**src/rtl/simp2d_pkg.sv**
```systemverilog
// Shared package for the 2-D Simpson integrator: field widths, saturation limits,
// the controller state type and the command/status bundles.
// Has no dependencies.
package simp2d_pkg;

   localparam int MAX_INTERVALS = 1024;
   localparam int MIN_INTERVALS = 2;
   localparam int BOUND_W       = 16;
   localparam int INTERVALS_W   = 11;
   localparam int FRAC_EXT      = 8;
   localparam int DIFF_W        = BOUND_W + 1;
   localparam int DIVIDEND_W    = DIFF_W + FRAC_EXT;
   localparam int STEP_W        = BOUND_W + FRAC_EXT;
   localparam int STEP_MAG_W    = STEP_W - 1;
   localparam int DIV_CNT_W     = $clog2(STEP_W);
   localparam int PROD_W        = 2 * STEP_W;
   localparam int SHAMT_W       = 3;
   localparam int TERM_W        = PROD_W + 4;
   localparam int ACC_W         = 64;
   localparam int SUM_W         = ACC_W + 1;
   localparam int HALF_W        = 32;
   localparam int HPROD_W       = 2 * STEP_MAG_W;
   localparam int PP_W          = HALF_W + STEP_MAG_W;
   localparam int PP_SHIFT_W    = 6;
   localparam int BIG_W         = ACC_W + HPROD_W;
   localparam int QUO_W         = BIG_W - HALF_W;
   localparam int REM9_W        = 4;
   localparam int DIVISOR9      = 9;
   localparam int MUL_PARTS     = 4;
   localparam int CNT_W         = $clog2(MUL_PARTS);

   // Division by nine works on 26-bit chunks; the 78-bit quotient takes three of them.
   // Each chunk quotient is floor(cur * RECIP9 / 2^33), exact for cur below 9 * 2^26.
   localparam int DIV9_CHUNK_W  = 26;
   localparam int DIV9_STEPS    = QUO_W / DIV9_CHUNK_W;
   localparam int DIV9_CUR_W    = REM9_W + DIV9_CHUNK_W;
   localparam int DIV9_PROD_W   = 2 * DIV9_CUR_W;
   localparam int RECIP9_SHIFT  = 33;
   localparam logic [DIV9_CUR_W-1:0] RECIP9 = 30'd954437177;

   localparam logic [ACC_W-1:0] ACC_MAX = {1'b0, {(ACC_W-1){1'b1}}};
   localparam logic [ACC_W-1:0] ACC_MIN = {1'b1, {(ACC_W-1){1'b0}}};

   typedef enum logic [3:0] {
      ST_IDLE,
      ST_START_X,
      ST_WAIT_X,
      ST_START_Y,
      ST_WAIT_Y,
      ST_WALK_INIT,
      ST_WALK,
      ST_DRAIN,
      ST_HMUL,
      ST_MUL,
      ST_DIV9_INIT,
      ST_DIV9,
      ST_FINISH
   } state_type;

   typedef struct packed {
      logic       load;
      logic       div_start;
      logic       div_sel_y;
      logic       take_step;
      logic       walk_init;
      logic       walk_step;
      logic       hmul;
      logic       mul_step;
      logic [1:0] mul_part;
      logic       div9_init;
      logic       div9_step;
      logic       finish;
   } cmd_type;

   typedef struct packed {
      logic div_done;
      logic last_point;
      logic pipe_empty;
   } status_type;

endpackage

```
**src/rtl/simp2d_ctrl.sv**
```systemverilog
// Controller of the 2-D Simpson integrator: sequences the step divisions, the
// grid walk and the final scaling, and owns both handshakes. Depends on simp2d_pkg.
module simp2d_ctrl (
   input  logic                    clock,
   input  logic                    reset,
   input  logic                    req_valid,
   output logic                    req_stall,
   output logic                    rsp_valid,
   input  logic                    rsp_stall,
   output simp2d_pkg::cmd_type     cmd,
   input  simp2d_pkg::status_type  status
);

   simp2d_pkg::state_type             state_ff, state_in;
   logic [simp2d_pkg::CNT_W-1:0]      cnt_ff, cnt_in;
   logic                              rsp_valid_ff, rsp_valid_in;
   logic                              out_free;

   assign out_free = !rsp_valid_ff || !rsp_stall;

   always_comb begin
      state_in = state_ff;
      case (state_ff)
         simp2d_pkg::ST_IDLE: begin
            if (req_valid) state_in = simp2d_pkg::ST_START_X;
         end
         simp2d_pkg::ST_START_X: state_in = simp2d_pkg::ST_WAIT_X;
         simp2d_pkg::ST_WAIT_X: begin
            if (status.div_done) state_in = simp2d_pkg::ST_START_Y;
         end
         simp2d_pkg::ST_START_Y: state_in = simp2d_pkg::ST_WAIT_Y;
         simp2d_pkg::ST_WAIT_Y: begin
            if (status.div_done) state_in = simp2d_pkg::ST_WALK_INIT;
         end
         simp2d_pkg::ST_WALK_INIT: state_in = simp2d_pkg::ST_WALK;
         simp2d_pkg::ST_WALK: begin
            if (status.last_point) state_in = simp2d_pkg::ST_DRAIN;
         end
         simp2d_pkg::ST_DRAIN: begin
            if (status.pipe_empty) state_in = simp2d_pkg::ST_HMUL;
         end
         simp2d_pkg::ST_HMUL: state_in = simp2d_pkg::ST_MUL;
         simp2d_pkg::ST_MUL: begin
            if (cnt_ff == simp2d_pkg::CNT_W'(simp2d_pkg::MUL_PARTS - 1)) begin
               state_in = simp2d_pkg::ST_DIV9_INIT;
            end
         end
         simp2d_pkg::ST_DIV9_INIT: state_in = simp2d_pkg::ST_DIV9;
         simp2d_pkg::ST_DIV9: begin
            if (cnt_ff == simp2d_pkg::CNT_W'(simp2d_pkg::DIV9_STEPS - 1)) begin
               state_in = simp2d_pkg::ST_FINISH;
            end
         end
         simp2d_pkg::ST_FINISH: begin
            if (out_free) state_in = simp2d_pkg::ST_IDLE;
         end
         default: state_in = simp2d_pkg::ST_IDLE;
      endcase
   end

   always_comb begin
      cmd          = '0;
      cnt_in       = cnt_ff;
      rsp_valid_in = rsp_valid_ff;
      if (rsp_valid_ff && !rsp_stall) rsp_valid_in = 1'b0;
      case (state_ff)
         simp2d_pkg::ST_IDLE: begin
            cmd.load = req_valid;
         end
         simp2d_pkg::ST_START_X: begin
            cmd.div_start = 1'b1;
         end
         simp2d_pkg::ST_WAIT_X: begin
            cmd.take_step = status.div_done;
         end
         simp2d_pkg::ST_START_Y: begin
            cmd.div_start = 1'b1;
            cmd.div_sel_y = 1'b1;
         end
         simp2d_pkg::ST_WAIT_Y: begin
            cmd.div_sel_y = 1'b1;
            cmd.take_step = status.div_done;
         end
         simp2d_pkg::ST_WALK_INIT: begin
            cmd.walk_init = 1'b1;
         end
         simp2d_pkg::ST_WALK: begin
            cmd.walk_step = 1'b1;
         end
         simp2d_pkg::ST_DRAIN: begin
         end
         simp2d_pkg::ST_HMUL: begin
            cmd.hmul = 1'b1;
            cnt_in   = '0;
         end
         simp2d_pkg::ST_MUL: begin
            cmd.mul_step = 1'b1;
            cmd.mul_part = cnt_ff[1:0];
            cnt_in       = cnt_ff + 1'b1;
         end
         simp2d_pkg::ST_DIV9_INIT: begin
            cmd.div9_init = 1'b1;
            cnt_in        = '0;
         end
         simp2d_pkg::ST_DIV9: begin
            cmd.div9_step = 1'b1;
            cnt_in        = cnt_ff + 1'b1;
         end
         simp2d_pkg::ST_FINISH: begin
            // The result register is loaded only once the previous result has left.
            if (out_free) begin
               cmd.finish   = 1'b1;
               rsp_valid_in = 1'b1;
            end
         end
         default: begin
         end
      endcase
   end

   always_ff @(posedge clock) begin
      if (reset) begin
         state_ff     <= simp2d_pkg::ST_IDLE;
         cnt_ff       <= '0;
         rsp_valid_ff <= 1'b0;
      end else begin
         state_ff     <= state_in;
         cnt_ff       <= cnt_in;
         rsp_valid_ff <= rsp_valid_in;
      end
   end

   assign req_stall = (state_ff != simp2d_pkg::ST_IDLE);
   assign rsp_valid = rsp_valid_ff;

endmodule

```
**config.mk**
```make
export PLATFORM = sky130hd
export DESIGN_NAME = simp2d_ctrl
export DESIGN_NICKNAME = d
export VERILOG_FILES = /design/src/rtl/simp2d_pkg.sv /design/src/rtl/simp2d_ctrl.sv
export SDC_FILE = /design/constraint.sdc
export NUM_CORES = 1
export LEC_CHECK = 0
export BUFFER_PORTS_ARGS = -buffer_cell sky130_fd_sc_hd__clkbuf_2
export CORE_AREA = 3 3 40 42
export CTS_BUF_LIST = sky130_fd_sc_hd__clkbuf_4
export CTS_CLUSTER_DIAMETER = 60
export DETAILED_ROUTE_END_ITERATION = 7
export DIE_AREA = 0 0 43 45
export PLACE_DENSITY_LB_ADDON = 0.15
export SYNTH_ARGS = -nofsm -noshare
export SYNTH_HDL_FRONTEND = slang
export SYNTH_SLANG_ARGS = --single-unit
```
**constraint.sdc**
```tcl
create_clock -name clock -period 3.8 [get_ports clock]
set_clock_uncertainty 0.15 [all_clocks]
set_input_delay 0.76 -clock clock [delete_from_list [all_inputs] [get_ports clock]]
set_output_delay 0.76 -clock clock [all_outputs]
set_load 0.02 [all_outputs]
```
==> run summary <==
Power Density -> 317 nW/µm²
Synth-to-Final Area Change -> 19.6%
core area -> 1280 µm²
IR drop worst, VDD -> 0.194 mV
Hold Path Origin -> cnt_ff[1]$_SDFFE_PP0P_
DP HPWL -> 994 µm
number of global-route vias before repair -> 486
worst slew pin tran -> 0.540 ns
shortest period the worst path allows -> 2.51 ns
Initial Util -> 0.458
Die X -> 43 µm
Hold EP -> cnt_ff[1]$_SDFFE_PP0P_
CP arrival -> 1.60 ns
reg2reg path depth -> 4
CP Max Fanout -> 12
Tcrit/Tclk final -> 0.659
Post-Syn Instances -> 71
DRC violations left -> 0
post-synth top area cell -> dfxtp_1
WS Path Type -> register to output pin
drt pass-1 iters -> 4
Max Cap Viol -> 0
H-tree lvl count -> 1
Num Clock Sinks -> 7
status -> finished, final reports clean
Vias per Instance -> 5.32
initial antenna violation count -> 0
ANT nets after route -> 0
DRT iter0 DRCs -> 9
largest net degree at the start of global routing -> 15
die area -> 1940 µm²
PortBufs -> 21
Yosys warnings -> 0
setup TNS -> 0 ns
wire per inst -> 12.7 µm
Cell Count Post-Placement -> 101
clock buffer depth -> 2
Total Wirelength -> 1.34 mm
I/O pin total -> 22
Setup Viol. Count Final -> 0
Rel. slew slack -> 0.640
R2R setup slack -> 1.97 ns
Pins Over Slew Limit -> 0
most frequent cells in the layout -> 21 x clkbuf_2, 13 x nor2_1, 7 x a21oi_1, 7 x dfxtp_1, 4 x clkbuf_4
Critical Path End Type -> output pin
Final Hold Viols -> 0
Hold Crit Class -> register to register
FF-to-FF End -> state_ff[3]$_SDFFE_PP0P_
CP required -> 2.89 ns
post-cts resize count -> 0
Multi-input gate area -> 398 µm²
clk slew on worst S/H paths -> 0.06 ns
Worst Setup Start Kind -> register
clk_lat worst skew -> 0.25 ns
hold path depth -> 2
Nets -> 100
first-pass GRT wire length -> 2.16 mm
Max Fclk -> 399 MHz
Avg Inst Size Synth -> 8.28 µm²
Synth area leaders -> dfxtp_1 24%, nor2_1 8.3%, a21oi_1 6.0%, nand2b_4 4.7%, ha_1 4.3%
Pleak -> 0.291 nW
register area -> 140 µm²
Core Rows -> 13
Root Driver -> clkbuf_4
post-synth top area share -> 0.238
RR Startpoint -> state_ff[2]$_SDFFE_PP0P_
Antenna Cells -> 0
Remaining Overflow, GRT -> 0
CTS tree -> yes
Die H -> 45 µm
Setup Fix Bufs, Post-CTS -> 0
Synth cell types -> 33
Filler Cell Count -> 138
syn_nets -> 80
layout cell share with drive strength beyond 1 -> 0.411
Final Non-Filler Cells -> 105
sequential share of the synthesized area -> 0.238
hold buffers post-CTS -> 0
synthesized area -> 588 µm²
global router's overall resource usage -> 0.156
routability cong. -> 0.797
RSZ-0062 raised after global routing -> false
leading cell type in the layout, fill and taps excluded -> clkbuf_2
cts bufs inserted -> 3
Yosys reg bits -> 7
routed vias -> 559
logic make-up after synthesis:
kind of cell | count (synthesis) | share of synthesized area
AO/OA/AOI/OAI | 15 | 0.230
multiplexers | 2 | 0.0340
buffers and inverters | 9 | 0.0851
flip-flops | 7 | 0.238
AND/OR/NAND/NOR | 35 | 0.355
adder cells (fa/ha/maj) | 2 | 0.0425
XOR/XNOR | 1 | 0.0149
critical path, stage by stage, from the launching register on:
cell      delay, ns
dfxtp_1        0.58
nand2b_2       0.36
nor2_1         0.09
and2_1         0.16
clkbuf_2       0.15
layout make-up:
type | instances | share of cell area
inverter | 3 | 0.0160
timing repair buffer | 21 | 0.149
multi-input combinational | 55 | 0.566
tap | 15 | 0.0267
sequential | 7 | 0.199
clock buffer | 4 | 0.0427
sequential cells by signal (all words and copies together), names as in the netlist:
name       count
state_ff       4
rsp_valid      1
cnt_ff         2
synthesized netlist by cell type:
cell type and number:
dfxtp_1 7, inv_1 3, a21o_2 1, nand2_2 1
o22ai_2 1, nand2b_2 1, o211ai_1 1, nor3b_1 3
and3_1 1, buf_2 1, or2_2 1, nand2b_4 2
nand2_1 3, nand4bb_2 1, a31oi_1 1, xnor2_1 1
o32a_4 1, ha_1 2, buf_4 2, nand3_1 1
a311oi_2 1, nor4b_1 1, nor2_1 13, mux2i_1 2
a21oi_1 7, o32a_2 1, or4_1 1, nor3_1 3
nand2b_1 1, and2_1 2, buf_6 1, o311ai_2 1
clkbuf_1 2
metrics by stage:
stage | cell area [µm²] | utilization | worst slack (ns) | power (mW) | hold WS, ns
6_report | 703 | 0.547 | 1.29 | 0.223 | 0.394
5_1_grt | 703 | 0.547 | 1.16 | 0.238 | 0.431
4_1_cts | 703 | 0.547 | 1.28 | 0.227 | 0.398
3_5_place_dp | 673 | 0.524 | 1.54 | 0.149 | 0.385
3_3_place_gp | 673 | 0.524 | 1.61 | 0.148 | 0.384
2_1_floorplan | 588 | - | 1.42 | 0.134 | 0.353
worst max-delay path by stage:
stage,start,end,slack (ns),cells past startpoint
finish,state_ff[2]$_SDFFE_PP0P_,cmd[4],1.29,4
floorplan,status[2],cmd[9],1.42,1
global route,state_ff[2]$_SDFFE_PP0P_,cmd[4],1.16,4
global placement,state_ff[2]$_SDFFE_PP0P_,cmd[4],1.61,4
CTS,state_ff[2]$_SDFFE_PP0P_,cmd[4],1.28,4
detailed placement,status[2],cmd[9],1.54,3
where the power goes:
part           total [mW]  leakage [nW]  internal [mW]  switching, mW
combinational      0.0559         0.216         0.0262         0.0297
sequential         0.0905        0.0569         0.0770         0.0135
clock              0.0766        0.0184         0.0473         0.0293
metal layers:
| metal | routed length (µm) | GRT usage | vias up |
|---|---|---|---|
| met4 | 23 | 0.0904 | 0 |
| met1 | 609 | 0.169 | 252 |
| met2 | 635 | 0.257 | 14 |
| met5 | 0 | 0 | - |
| met3 | 66 | 0.0637 | 4 |
| li1 | - | - | 289 |
No activity file was read; power rests on OpenSTA's default activity.
